File: config.mk
export PLATFORM = sky130hd
export DESIGN_NAME = tcp_option_field_extractor_unit
export DESIGN_NICKNAME = d
export VERILOG_FILES = /design/src/design/tofe_pkg.sv /design/src/design/tcp_option_field_extractor_unit.sv /design/src/design/tofe_walk.sv /design/src/design/tofe_emit.sv
export SDC_FILE = /design/constraint.sdc
export NUM_CORES = 1
export LEC_CHECK = 0
export ABC_CLOCK_PERIOD_IN_PS = 13320
export BUFFER_PORTS_ARGS = -buffer_cell sky130_fd_sc_hd__buf_4
export CORE_MARGIN = 10
export CORE_UTILIZATION = 45
export DETAILED_ROUTE_END_ITERATION = 10
export PLACE_DENSITY = 0.7
export SETUP_SLACK_MARGIN = 0.1
export SYNTH_ARGS = -nofsm -noshare
export SYNTH_HDL_FRONTEND = slang
export SYNTH_SLANG_ARGS = --single-unit
File: constraint.sdc
create_clock -name clk -period 13.32 [get_ports clk]
set_clock_uncertainty 0.2 [all_clocks]
set_input_delay 0.666 -clock clk [delete_from_list [all_inputs] [get_ports clk]]
set_output_delay 0.666 -clock clk [all_outputs]
set_load 0.01 [all_outputs]
File: src/design/tofe_pkg.sv
// Shared types and constants for the TCP option field extractor.
`timescale 1ns / 1ps
package tofe_pkg;

    localparam logic [7:0] KIND_EOL   = 8'd0;
    localparam logic [7:0] KIND_NOP   = 8'd1;
    localparam logic [7:0] KIND_MSS   = 8'd2;
    localparam logic [7:0] KIND_WS    = 8'd3;
    localparam logic [7:0] KIND_SACKP = 8'd4;
    localparam logic [7:0] KIND_TS    = 8'd8;

    localparam logic [7:0] LEN_MSS   = 8'd4;
    localparam logic [7:0] LEN_WS    = 8'd3;
    localparam logic [7:0] LEN_SACKP = 8'd2;
    localparam logic [7:0] LEN_TS    = 8'd10;
    localparam logic [7:0] LEN_MIN   = 8'd2;

    localparam logic [1:0] PH_KIND = 2'd0;
    localparam logic [1:0] PH_LEN  = 2'd1;
    localparam logic [1:0] PH_BODY = 2'd2;

    localparam int unsigned WS_MAX_SHIFT = 62;
    localparam int unsigned FACTOR_W     = WS_MAX_SHIFT + 1;

    typedef struct packed {
        logic        mss_valid;
        logic [15:0] mss_value;
        logic        ws_valid;
        logic [7:0]  ws_shift;
        logic        sack;
        logic        ts_valid;
        logic [63:0] ts_word;
    } holds_t;

    typedef struct packed {
        logic                mss_valid;
        logic [15:0]         mss_value;
        logic                wscale_valid;
        logic [FACTOR_W-1:0] wscale_factor;
        logic                sack_permitted;
        logic                ts_valid;
        logic [31:0]         ts_value;
        logic [31:0]         ts_echo;
    } result_t;

    // Exact length required by a known kind; zero for kinds that are skipped.
    function automatic logic [7:0] opt_need_len(input logic [7:0] kind);
        logic [7:0] need;
        unique case (kind)
            KIND_MSS:   need = LEN_MSS;
            KIND_WS:    need = LEN_WS;
            KIND_SACKP: need = LEN_SACKP;
            KIND_TS:    need = LEN_TS;
            default:    need = 8'd0;
        endcase
        return need;
    endfunction

endpackage

File: src/design/tcp_option_field_extractor_unit.sv
// Top level of the TCP option field extractor.
// channel | valid     | stall     | payload
// opt     | opt_valid | opt_stall | opt_byte, is_last, region_empty
// res     | res_valid | res_stall | mss_*, wscale_*, sack_permitted, ts_*
// One byte per cycle while opt_stall is low; when a region-ending request
// leaves the input register, its result is loaded into the result register.
// The walk state updates as a request leaves the input register.
// opt_stall rises only when a region-ending request waits on a full, stalled
// result register. Reset clears all walk state, holds and valid flags.
`timescale 1ns / 1ps
module tcp_option_field_extractor_unit #(
    parameter int unsigned MAX_OPT_BYTES = 40
) (
    input  logic        clk,
    input  logic        rst_n,
    input  logic        opt_valid,
    output logic        opt_stall,
    input  logic [7:0]  opt_byte,
    input  logic        is_last,
    input  logic        region_empty,
    output logic        res_valid,
    input  logic        res_stall,
    output logic        mss_valid,
    output logic [15:0] mss_value,
    output logic        wscale_valid,
    output logic [62:0] wscale_factor,
    output logic        sack_permitted,
    output logic        ts_valid,
    output logic [31:0] ts_value,
    output logic [31:0] ts_echo
);

    logic              s1_valid_reg;
    logic [7:0]        s1_byte_reg;
    logic              s1_last_reg;
    logic              s1_empty_reg;
    logic              s1_ends;
    logic              s1_advance;
    logic              accept;

    logic              out_valid_reg;
    tofe_pkg::result_t result_reg;
    tofe_pkg::result_t result_next;
    tofe_pkg::holds_t  holds_after;

    assign s1_ends    = s1_last_reg | s1_empty_reg;
    assign s1_advance = s1_valid_reg && (!s1_ends || !out_valid_reg || !res_stall);
    assign opt_stall  = s1_valid_reg && !s1_advance;
    assign accept     = opt_valid && !opt_stall;

    always_ff @(posedge clk or negedge rst_n)
    begin
        if (!rst_n)
            s1_valid_reg <= 1'b0;
        else if (accept)
            s1_valid_reg <= 1'b1;
        else if (s1_advance)
            s1_valid_reg <= 1'b0;
    end

    always_ff @(posedge clk)
    begin
        if (accept)
        begin
            s1_byte_reg  <= opt_byte;
            s1_last_reg  <= is_last;
            s1_empty_reg <= region_empty;
        end
    end

    tofe_walk #(
        .MAX_OPT_BYTES (MAX_OPT_BYTES)
    ) u_walk (
        .clk          (clk),
        .rst_n        (rst_n),
        .step         (s1_advance),
        .opt_byte     (s1_byte_reg),
        .is_last      (s1_last_reg),
        .region_empty (s1_empty_reg),
        .holds_after  (holds_after)
    );

    tofe_emit u_emit (
        .holds  (holds_after),
        .result (result_next)
    );

    always_ff @(posedge clk or negedge rst_n)
    begin
        if (!rst_n)
            out_valid_reg <= 1'b0;
        else if (s1_advance && s1_ends)
            out_valid_reg <= 1'b1;
        else if (!res_stall)
            out_valid_reg <= 1'b0;
    end

    always_ff @(posedge clk)
    begin
        if (s1_advance && s1_ends)
            result_reg <= result_next;
    end

    assign res_valid      = out_valid_reg;
    assign mss_valid      = result_reg.mss_valid;
    assign mss_value      = result_reg.mss_value;
    assign wscale_valid   = result_reg.wscale_valid;
    assign wscale_factor  = result_reg.wscale_factor;
    assign sack_permitted = result_reg.sack_permitted;
    assign ts_valid       = result_reg.ts_valid;
    assign ts_value       = result_reg.ts_value;
    assign ts_echo        = result_reg.ts_echo;

endmodule

File: src/design/tofe_walk.sv
// Option walk state machine and per-kind hold registers.
`timescale 1ns / 1ps
module tofe_walk #(
    parameter int unsigned MAX_OPT_BYTES = 40
) (
    input  logic                 clk,
    input  logic                 rst_n,
    input  logic                 step,
    input  logic [7:0]           opt_byte,
    input  logic                 is_last,
    input  logic                 region_empty,
    output tofe_pkg::holds_t     holds_after
);

    localparam int unsigned CW = $clog2(MAX_OPT_BYTES + 1);

    logic [1:0]       phase_reg, phase_next;
    logic             stopped_reg, stopped_next;
    logic [7:0]       kind_reg, kind_next;
    logic [7:0]       left_reg, left_next;
    logic [63:0]      shift_reg, shift_next;
    logic [CW-1:0]    count_reg, count_next;
    tofe_pkg::holds_t holds_reg, holds_next;

    logic [7:0]       need;
    logic             commit;

    assign need = tofe_pkg::opt_need_len(kind_reg);

    always_comb
    begin
        phase_next   = phase_reg;
        stopped_next = stopped_reg;
        kind_next    = kind_reg;
        left_next    = left_reg;
        shift_next   = shift_reg;
        count_next   = count_reg;
        holds_next   = holds_reg;
        commit       = 1'b0;

        if (!region_empty && (count_reg < CW'(MAX_OPT_BYTES)))
        begin
            count_next = count_reg + CW'(1);
            if (!stopped_reg)
            begin
                unique case (phase_reg)
                    tofe_pkg::PH_LEN:
                    begin
                        if ((opt_byte < tofe_pkg::LEN_MIN) ||
                            ((need != 8'd0) && (opt_byte != need)))
                        begin
                            stopped_next = 1'b1;
                        end
                        else
                        begin
                            left_next  = opt_byte - tofe_pkg::LEN_MIN;
                            shift_next = '0;
                            if (opt_byte == tofe_pkg::LEN_MIN)
                                commit = 1'b1;
                            else
                                phase_next = tofe_pkg::PH_BODY;
                        end
                    end
                    tofe_pkg::PH_BODY:
                    begin
                        shift_next = {shift_reg[55:0], opt_byte};
                        left_next  = left_reg - 8'd1;
                        if (left_reg == 8'd1)
                            commit = 1'b1;
                    end
                    default:
                    begin
                        // end-of-list and no-op are single bytes
                        if ((opt_byte != tofe_pkg::KIND_EOL) &&
                            (opt_byte != tofe_pkg::KIND_NOP))
                        begin
                            kind_next  = opt_byte;
                            phase_next = tofe_pkg::PH_LEN;
                        end
                    end
                endcase
            end
        end

        if (commit)
        begin
            phase_next = tofe_pkg::PH_KIND;
            unique case (kind_reg)
                tofe_pkg::KIND_MSS:
                begin
                    holds_next.mss_valid = 1'b1;
                    holds_next.mss_value = shift_next[15:0];
                end
                tofe_pkg::KIND_WS:
                begin
                    holds_next.ws_valid = 1'b1;
                    holds_next.ws_shift = shift_next[7:0];
                end
                tofe_pkg::KIND_SACKP:
                    holds_next.sack = 1'b1;
                tofe_pkg::KIND_TS:
                begin
                    holds_next.ts_valid = 1'b1;
                    holds_next.ts_word  = shift_next;
                end
                default:
                    holds_next = holds_next;
            endcase
        end

        holds_after = region_empty ? '0 : holds_next;

        // region ends: back to the reset state
        if (region_empty || is_last)
        begin
            phase_next   = tofe_pkg::PH_KIND;
            stopped_next = 1'b0;
            kind_next    = '0;
            left_next    = '0;
            shift_next   = '0;
            count_next   = '0;
            holds_next   = '0;
        end
    end

    always_ff @(posedge clk or negedge rst_n)
    begin
        if (!rst_n)
        begin
            phase_reg   <= tofe_pkg::PH_KIND;
            stopped_reg <= 1'b0;
            kind_reg    <= '0;
            left_reg    <= '0;
            shift_reg   <= '0;
            count_reg   <= '0;
            holds_reg   <= '0;
        end
        else if (step)
        begin
            phase_reg   <= phase_next;
            stopped_reg <= stopped_next;
            kind_reg    <= kind_next;
            left_reg    <= left_next;
            shift_reg   <= shift_next;
            count_reg   <= count_next;
            holds_reg   <= holds_next;
        end
    end

endmodule

File: src/design/tofe_emit.sv
// Formats the hold registers into one result, including the scale decode.
`timescale 1ns / 1ps
module tofe_emit (
    input  tofe_pkg::holds_t  holds,
    output tofe_pkg::result_t result
);

    logic [tofe_pkg::FACTOR_W-1:0] factor;

    always_comb
    begin
        factor = '0;
        if (holds.ws_valid)
        begin
            // shifts past the top bit saturate
            if (holds.ws_shift > 8'(tofe_pkg::WS_MAX_SHIFT))
                factor[tofe_pkg::WS_MAX_SHIFT] = 1'b1;
            else
                factor[holds.ws_shift[5:0]] = 1'b1;
        end
    end

    always_comb
    begin
        result.mss_valid      = holds.mss_valid;
        result.mss_value      = holds.mss_valid ? holds.mss_value : 16'd0;
        result.wscale_valid   = holds.ws_valid;
        result.wscale_factor  = factor;
        result.sack_permitted = holds.sack;
        result.ts_valid       = holds.ts_valid;
        result.ts_value       = holds.ts_valid ? holds.ts_word[63:32] : 32'd0;
        result.ts_echo        = holds.ts_valid ? holds.ts_word[31:0] : 32'd0;
    end

endmodule

==> reports/metrics.csv, run 1 <==
metric;value;unit
antenna viol nets, final;0;
Lkg Pwr;6.87;nW
Setup Buffers After CTS;0;
delay-heaviest family, CP;simple AND/OR/NAND/NOR gates;
initial antenna violation count;0;
Post-CTS Resized;0;
first-pass GRT wire length;62.5;mm
WL final;39.1;mm
Synth cell types;65;
post-synth net total;1335;
Pre-antenna DRT Iters;5;
GRT Overall Usage;19.0;%
die area;40400;µm²
Final Wtd Congestion;0.874;
Fillers;2752;
highest clock rate;240;MHz
r2r startpoint;u_walk.phase_reg[0]$_DFFE_PN0P_;
final setup violation count;0;
post-synthesis cell area;14700;µm²
worst relative slew slack;22.3;%
Crit path largest cell delay;0.85;ns
Power Density;137;nW/µm²
DRC Markers;0;
cell with the most instances after synthesis;nand2_1;
WP data required;13.36;ns
Core Area;32500;µm²
Post-CTS Hold Fix Bufs;1;
Worst-Margin Slew;1.16;ns
min cycle time layout;4.17;ns
Synth top area share;32.0;%
grt total ovfl;0;
clk sink count;340;
HP Start;opt_byte[1];
outcome;complete, no violations;
Clk pin slew, worst setup/hold paths;0.06;ns
Synth top cells by count;nand2_1, dfrtp_1, edfxtp_1;
R2R depth;8;
die span in y;201;µm
Final Core Density;53.9;%
synthesized flop and latch total;340;
CTS tree;yes;
number of diodes;0;
DR vias/cell;5.65;
Tot Pwr;2.39;mW
Worst Hold Class;input port to flop;
Largest register FFs;92;
Buffers on Ports;162;
Clk network pwr share;41.5;%
register share of total power;49.0;%
Clock Latency Late Sink;0.54;ns
starting DRC count in detailed routing;913;
asr flop ratio synth;53.8;%
startpoint types;flop;
detailed-route via count;10800;
CTS H-tree lvls;2;
most used cell, CP;nor2_1;
routed length per instance;20.5;µm
Rows;66;
Sw Share;25.0;%
worst path buffer plus inverter count;1;
die width;201;µm
Post-Syn Area per Cell;11.2;µm²
Slew Viols, Final;0;
dominant synthesized flop cell;dfrtp_1;
clock buffer count from CTS;37;
Final HPWL DP;25.7;mm
Max Cap Viol;0;
I/O pin count;163;
Cells after Synth;1315;
launch point of the critical path;u_walk.phase_reg[0]$_DFFE_PN0P_;
fin nets;1461;
Syn-to-layout area delta;18.8;%
clk buf depth;3;
Tcrit/Tclk final;31.3;%
largest net degree at the start of global routing;75;
number of synthesized flops with an enable pin;157;
top cells by area, synth;edfxtp_1, dfrtp_1, a22o_1;
critical path class;flop to flop;
Critical Path End Type;flop;
sequential share of the synthesized area;63.1;%
RSZ-0062 raised after global routing;no;
crit path DAT;4.21;ns
final hold vios;0;
Int Power;1.80;mW
combinational fraction of design power;9.4;%
Starting Density;45.4;%
WP depth;8;
Yosys Warn Count;0;
Net Sw Power;0.598;mW
crit path max fanout;16;
crit-path cells;inv_1 > ha_1 > nand3_1 > or2_2 > nor2_1 > nor4b_1 > a21oi_1 > nor2_1;
Worst path slowest cell;a21oi_1;
CTS Root Cell;clkbuf_16;
Yosys top cell by area;edfxtp_1;
vias in the first global route;10500;
Hold Crit Depth;1;
Max rail drop VDD;0.0925;mV
Fin Setup TNS;0;ns
layout cells sized above 1;18.2;%
## per-layer routing
metal | track usage [%] | up-vias | wire length (µm)
li1 | - | 4998 | -
met1 | 26.9 | 5346 | 17500
met2 | 28.9 | 405 | 18000
met3 | 4.08 | 52 | 2980
met4 | 5.00 | 0 | 698
met5 | 0 | - | 0
## power groups by stage
| stage | sequential, mW | combinational, mW | clock, mW |
|---|---|---|---|
| 6_report | 1.17 | 0.226 | 0.994 |
| 2_1_floorplan | 1.21 | 0.111 | 0 |
| 4_1_cts | 1.17 | 0.229 | 1.01 |
| 3_5_place_dp | 1.19 | 0.228 | 0 |
| 5_1_grt | 1.18 | 0.248 | 1.06 |
| 3_3_place_gp | 1.19 | 0.226 | 0 |
## stage by stage
stage / setup WS (ns) / std cells / hold WS (ns) / area [µm²]
after CTS: 9.18 / 1912 / 0.104 / 17500
after floorplan: 7.33 / 1315 / 0.170 / 14700
after detailed placement: 9.19 / 1843 / 0.270 / 16300
final: 9.15 / 1912 / 0.120 / 17500
after global routing: 8.86 / 1912 / 0.103 / 17500
after global placement: 9.32 / 1843 / 0.260 / 16300
## cell type report
| type | instances | area, µm² | share of cell area [%] |
|---|---|---|---|
| well taps | 442 | 553 | 3.16 |
| clock buffers | 52 | 1050 | 6.02 |
| flip-flops and latches | 340 | 9290 | 53.1 |
| repair buffers | 180 | 1360 | 7.76 |
| clock inverters | 16 | 130 | 0.744 |
| multi-input cells | 871 | 5070 | 29.0 |
| inverters | 11 | 41.3 | 0.236 |
## final timing paths
check                                                   end  slack (ns)
max                         wscale_factor[52]$_SDFFCE_PP0P_        9.15
max reg2reg                 wscale_factor[52]$_SDFFCE_PP0P_        9.15
min reg2reg                u_walk.holds_reg[41]$_DFFE_PN0P_        0.28
min                                s1_byte_reg[1]$_DFFE_PP_        0.12
max in group asynchronous  u_walk.holds_reg[91]$_DFFE_PN0P_       11.09
min in group asynchronous    u_walk.left_reg[7]$_DFFE_PN0P_        0.46
## layout by cell type (no fill, tap or decap), types with 11 or more instances in the layout
master / count
buf_4: 178
a21oi_1: 48
nor2_1: 151
mux2i_1: 49
dfrtp_1: 183
clkbuf_16: 38
edfxtp_1: 157
nor3_1: 16
o21ai_0: 108
nand2_1: 206
a22o_1: 118
nand3_1: 20
inv_1: 11
## logic make-up (layout without fill, tap and decap cells)
| family | Yosys count | in the layout | share of synthesized area (%) |
|---|---|---|---|
| AND/OR/NAND/NOR | 470 | 470 | 14.0 |
| buffers and inverters | 104 | 259 | 2.84 |
| adder cells (fa/ha/maj) | 6 | 6 | 0.509 |
| multiplexers | 49 | 49 | 3.33 |
| flip-flops | 340 | 340 | 63.1 |
| AO/OA/AOI/OAI | 336 | 336 | 15.7 |
| XOR/XNOR | 10 | 10 | 0.594 |
(Power assumes the default switching activity.)
==> run 2: changes to the inputs <==
Settings changed: ABC_CLOCK_PERIOD_IN_PS 13320 to 3400, PLACE_DENSITY 0.7 to 0.72.
Clock period 13.32 ns to 3.4 ns, I/O delays scaled along.
==> run 2 against run 1 <==
Maximum frequency increased by 28%. Sequential cell count unchanged. Sequential share of layout area decreased by 2.5 points. Largest cell class unchanged. Hold slack got worse by 0.024 ns. Setup slack got worse by 9.0 ns.
==> reports/metrics.csv, run 2 (synthesis gave the netlist of run 1 again) <==
metric;value;unit;change
outcome;complete, no violations;;unchanged
CTS tree;yes;;unchanged
CTS Root Cell;clkbuf_16;;unchanged
leading cell type in the layout, fill and taps excluded;buf_4;;was nand2_1
routed length per instance;20.2;µm;was 20.5 µm
crit path max fanout;8;;was 16
Core Area;32500;µm²;unchanged
die area;40400;µm²;unchanged
Max Cap Viol;0;;unchanged
min cycle time layout;3.26;ns;was 4.17 ns
vias in the first global route;10900;;was 10500
commonest cells after routing, fill and taps aside;buf_4, nand2_1, dfrtp_1, edfxtp_1, nor2_1;;was nand2_1, dfrtp_1, buf_4, edfxtp_1, nor2_1
Buffers on Ports;162;;unchanged
Slew Viols, Final;0;;unchanged
Syn-to-layout area delta;24.6;%;was 18.8%
clk sink count;340;;unchanged
starting DRC count in detailed routing;1129;;was 913
antenna viol nets, final;0;;unchanged
final hold vios;0;;unchanged
Fillers;2659;;was 2752
Clock Latency Late Sink;0.53;ns;was 0.54 ns
die width;201;µm;unchanged
GRT Overall Usage;18.7;%;was 19.0%
Tcrit/Tclk final;96.0;%;was 31.3%
worst setup margin;0.137;ns;was 9.15 ns
Final Wtd Congestion;0.868;;was 0.874
largest net degree at the start of global routing;98;;was 75
startpoint types;flop;;unchanged
Power Density;520;nW/µm²;was 137 nW/µm²
fin nets;1520;;was 1461
I/O pin count;163;;unchanged
crit path DAT;3.45;ns;was 4.21 ns
final setup violation count;0;;unchanged
Worst Hold Class;input port to asynchronous set/reset pin;;was input port to flop
detailed-route via count;11200;;was 10800
WL final;39.7;mm;was 39.1 mm
Final HPWL DP;25.9;mm;was 25.7 mm
grt total ovfl;0;;unchanged
Clk pin slew, worst setup/hold paths;0.06;ns;about the same
die span in y;201;µm;unchanged
first-pass GRT wire length;62.3;mm;was 62.5 mm
WP data required;3.59;ns;was 13.36 ns
Rows;66;;unchanged
highest clock rate;307;MHz;was 240 MHz
DRC Markers;0;;unchanged
RSZ-0062 raised after global routing;no;;unchanged
Place WS;-0.0525;ns;was 9.19 ns
Lkg Pwr;7.24;nW;was 6.87 nW
initial antenna violation count;0;;unchanged
CTS H-tree lvls;2;;unchanged
R2R setup slack;0.14;ns;was 9.15 ns
Worst-Margin Slew;0.864;ns;was 1.16 ns
Max rail drop VDD;0.365;mV;was 0.0925 mV
layout cells sized above 1;22.4;%;was 18.2%
clk buf depth;3;;unchanged
Non-Filler Instances;1970;;was 1912
Critical Path End Type;flop;;unchanged
clock buffer count from CTS;36;;was 37
critical path class;flop to flop;;unchanged
Pre-antenna DRT Iters;6;;was 5
dpl cells;1886;;was 1843
Starting Density;45.4;%;unchanged
worst relative slew slack;42.4;%;was 22.3%
number of diodes;0;;unchanged
Largest register FFs;92;;unchanged
DR vias/cell;5.70;;was 5.65
-- run 2: cell count changes in the layout (fill, tap and decap cells not counted), moves of 3 or more --
cell,delta
a21oi_4,+3
a21oi_1,-3
buf_4,+37
buf_12,+7
nor4_1,-3
a211oi_1,-3
o31ai_1,-3
dlygate4sd3_1,+13
nand2_1,-5
clkbuf_1,+4
nand2_2,+5
-- run 2: critical path, cell delays in order, from the launching register on --
cell	delay (ns)
dfrtp_1	0.37
inv_1	0.07
ha_1	0.34
nor3_2	0.19
nand2_1	0.13
nor2_1	0.22
buf_4	0.20
nand4bb_4	0.15
a311o_2	0.48
nor2b_1	0.17
or3b_4	0.48
nor2_2	0.11
-- run 2: report_power, final --
group / internal, mW / switching [mW]
clock network: 2.29 / 1.61
logic: 0.372 / 0.677
registers: 4.49 / 0.0978
-- run 2: final cells by class --
class	instances	area (µm²)	share of cell area, %
Timing Repair Buffer	239	1950	10.6
Inverter	11	41.3	0.225
Sequential cell	340	9300	50.6
Clock inverter	14	204	1.11
Multi-Input combinational cell	872	5330	29.0
Tap cell	442	553	3.01
Clock buffer	52	991	5.40
-- run 2: worst paths after layout --
check	endpoint	cells past startpoint	start
worst max-delay path	wscale_factor[2]$_SDFFCE_PP0P_	11	u_walk.phase_reg[0]$_DFFE_PN0P_
worst min-delay path	u_walk.left_reg[4]$_DFFE_PN0P_	2	rst_n
worst max register to register	wscale_factor[2]$_SDFFCE_PP0P_	11	u_walk.phase_reg[0]$_DFFE_PN0P_
worst min register to register	u_walk.holds_reg[35]$_DFFE_PN0P_	2	u_walk.holds_reg[35]$_DFFE_PN0P_
max in group asynchronous	u_walk.holds_reg[43]$_DFFE_PN0P_	3	rst_n
min in group clk	s1_empty_reg$_DFFE_PP_	2	region_empty
-- run 2: what timing repair did --
action	CTS	global route
gates cloned	0	2
hold buffers	14	0
setup endpoints to repair	65	194
hold endpoints to repair	96	0
pin swaps	0	10
resized for setup	14	39
setup buffers	0	2
-- run 2: per-layer routing --
layer	track usage [%]	part of all wire [%]	up-vias
li1	-	-	5118
met1	26.7	45	5540
met2	28.4	46	502
met3	3.50	7.4	64
met4	5.33	2.1	0
met5	0	0	-
-- run 2: through the flow --
| stage | hold slack, ns | setup TNS, ns | utilization (%) | cell area, µm² | total power, mW |
|---|---|---|---|---|---|
| 3_5_place_dp | 0.116 | -0.671 | 51.5 | 16700 | 5.63 |
| 3_3_place_gp | 0.0987 | 0 | 51.5 | 16700 | 5.61 |
| 2_1_floorplan | -0.326 | 0 | - | 14700 | 5.14 |
| 5_1_grt | 0.175 | 0 | 56.6 | 18400 | 9.88 |
| 4_1_cts | 0.140 | 0 | 55.8 | 18100 | 9.55 |
| 6_report | 0.0956 | 0 | 56.6 | 18400 | 9.54 |
==> run 3: changes to the inputs <==
Settings changed: CELL_PAD_IN_SITES_DETAIL_PLACEMENT set to 1, CELL_PAD_IN_SITES_GLOBAL_PLACEMENT set to 1, CORE_UTILIZATION 45 to 42, GPL_TIMING_DRIVEN set to 0, PLACE_DENSITY 0.72 to 0.82.
==> run 3 against run 2 <==
The run now ends with setup timing left. Wire length up 36%. Critical path depth down 2. Sequential cell count unchanged. Global-route usage is 3.1 points higher.
==> reports/metrics.csv, run 3 (synthesis gave the netlist of run 1 again) <==
metric;value;unit;change
outcome;finished, violations left;;was complete, no violations
failing checks;setup timing;;
Critical Path End Type;flop;;unchanged
Tcrit/Tclk final;105;%;was 96.0%
min cycle time layout;3.58;ns;was 3.26 ns
R2R setup slack;-0.18;ns;was 0.14 ns
Worst-Margin Slew;1.03;ns;was 0.864 ns
Buffers on Ports;162;;unchanged
die width;207;µm;was 201 µm
Core Area;34500;µm²;was 32500 µm²
vias in the first global route;12500;;was 10900
clk sink count;340;;unchanged
Clock Latency Late Sink;0.56;ns;was 0.53 ns
Max rail drop VDD;0.296;mV;was 0.365 mV
Clk pin slew, worst setup/hold paths;0.07;ns;was 0.06 ns
Worst Hold Class;input port to asynchronous set/reset pin;;unchanged
Max Cap Viol;0;;unchanged
most used cell, CP;a211oi_2;;
Fillers;3636;;was 2659
Final HPWL DP;31.5;mm;was 25.9 mm
r2r startpoint;u_walk.kind_reg[4]$_DFFE_PN0P_;;was u_walk.phase_reg[0]$_DFFE_PN0P_
Starting Density;42.7;%;was 45.4%
die span in y;207;µm;was 201 µm
largest net degree at the start of global routing;105;;was 98
detailed-route via count;12300;;was 11200
routed length per instance;26.4;µm;was 20.2 µm
starting DRC count in detailed routing;1303;;was 1129
Worst R2R End;ts_echo[0]$_SDFFCE_PP0P_;;was wscale_factor[2]$_SDFFCE_PP0P_
fin nets;1585;;was 1520
die area;43000;µm²;was 40400 µm²
Worst path slowest cell;or4_4;;was a311o_2
CTS tree;yes;;unchanged
final hold vios;0;;unchanged
Post-DP Area;16600;µm²;was 16700 µm²
DR vias/cell;6.00;;was 5.70
Pre-antenna DRT Iters;5;;was 6
worst relative slew slack;30.7;%;was 42.4%
commonest cells after routing, fill and taps aside;nand2_1, buf_4, dfrtp_1, edfxtp_1, nor2_1;;was buf_4, nand2_1, dfrtp_1, edfxtp_1, nor2_1
clk buf depth;3;;unchanged
Slew Viols, Final;0;;unchanged
GRT Overall Usage;21.8;%;was 18.7%
Rows;68;;was 66
Power Density;513;nW/µm²;was 520 nW/µm²
CTS H-tree lvls;2;;unchanged
RSZ-0062 raised after global routing;yes;;was no
worst setup margin;-0.183;ns;was 0.137 ns
Syn-to-layout area delta;29.5;%;was 24.6%
crit-path cells;or4_4 > buf_8 > nor4_4 > a211oi_2 > or2_1 > o31a_1 > nor2_4 > nor2_1 > a211oi_2;;was inv_1 > ha_1 > nor3_2 > nand2_1 > nor2_1 > buf_4 > nand4bb_4 > a311o_2 > nor2b_1 > or3b_4 > nor2_2
Final Wtd Congestion;0.900;;was 0.868
leading cell type in the layout, fill and taps excluded;nand2_1;;was buf_4
final setup violation count;7;;was 0
R2R depth;9;;was 11
initial antenna violation count;1;;was 0
DRC Markers;0;;unchanged
Min Hold Slack;0.0102;ns;was 0.0956 ns
area of the multi-input gates;5720;µm²;was 5330 µm²
I/O pin count;163;;unchanged
CTS Root Cell;clkbuf_16;;unchanged
antenna viol nets, final;0;;unchanged
register area;9290;µm²;was 9300 µm²
Lkg Pwr;7.57;nW;was 7.24 nW
Place WS;-1.23;ns;was -0.0525 ns
WP data required;3.46;ns;was 3.59 ns
highest clock rate;279;MHz;was 307 MHz
grt total ovfl;0;;unchanged
first-pass GRT wire length;75.5;mm;was 62.3 mm
Crit path largest cell delay;0.55;ns;was 0.48 ns
layout cells sized above 1;27.3;%;was 22.4%
crit path max fanout;9;;was 8
critical path class;flop to flop;;unchanged
startpoint types;flop;;unchanged
crit path DAT;3.65;ns;was 3.45 ns
Largest register FFs;92;;unchanged
WL final;54.1;mm;was 39.7 mm
clock buffer count from CTS;38;;was 36
cell area after layout;19100;µm²;was 18400 µm²
-- run 3: cell types whose count changed in the layout (fill, tap and decap cells not counted), sizes merged --
cell and delta:
clkbuf +64, clkinv +4, buf -3, inv +3, bufinv -2, clkinvlp +2
diode +1, nand4bb -1
-- run 3: stage by stage --
stage               cells  setup TNS [ns]  power [mW]  util (%)
global placement     1932         -145.20        5.58      47.8
detailed placement   1934         -150.19        5.62      48.0
floorplan            1315               0        5.14         -
global route         2051           -1.51        10.1      55.2
CTS                  2035               0        9.62      53.5
finish               2051          -0.277        9.79      55.2
-- run 3: metal layers --
metal / part of all wire [%] / track usage, %
met2: 49 / 36.0
met5: 0 / 0
met3: 6.2 / 3.44
met1: 40 / 28.1
met4: 4.9 / 8.61
-- run 3: worst max-delay path, delay by kind of cell, from the launching register on --
kind,cells,cell delay (ns)
AND/OR/NAND/NOR,5,1.44
AO/OA/AOI/OAI,3,1.05
flip-flops,1,0.44
buffers and inverters,1,0.16
-- run 3: final cells by class --
class	instances	area share, %
sequential	340	48.7
buffer	91	2.68
multi-input combinational	871	30.0
clock buffer	49	5.41
timing repair buffer	212	9.20
inverter	11	0.216
tap	455	2.98
antenna	1	0.0131
clock inverter	21	0.807
-- run 3: how the worst max path moves through the flow --
stage | endpoint | startpoint | cells after the start | slack, ns
6_report | ts_echo[0]$_SDFFCE_PP0P_ | u_walk.kind_reg[4]$_DFFE_PN0P_ | 9 | -0.18
5_1_grt | ts_echo[0]$_SDFFCE_PP0P_ | u_walk.kind_reg[2]$_DFFE_PN0P_ | 9 | -0.21
4_1_cts | wscale_factor[1]$_SDFFCE_PP0P_ | u_walk.kind_reg[3]$_DFFE_PN0P_ | 10 | 0.06
3_5_place_dp | ts_echo[11]$_SDFFCE_PP0P_ | u_walk.phase_reg[0]$_DFFE_PN0P_ | 11 | -1.23
3_3_place_gp | ts_echo[11]$_SDFFCE_PP0P_ | u_walk.phase_reg[0]$_DFFE_PN0P_ | 11 | -1.09
2_1_floorplan | wscale_factor[16]$_SDFFCE_PP0P_ | u_walk.phase_reg[0]$_DFFE_PN0P_ | 11 | 0.24
-- run 3: repair_timing --
item	in CTS	in global routing
setup buffers	18	15
pin swaps	14	23
endpoints found under the hold margin	91	0
resized for setup	108	137
hold buffers	14	0
setup endpoints to repair	303	294
gates cloned	0	1
-- run 3: power by group --
group          leakage [nW]  total (mW)  switching (mW)  internal (mW)
registers              4.10        4.59          0.0982           4.49
logic                  2.89        1.15           0.761          0.391
clock network         0.586        4.05            1.81           2.24
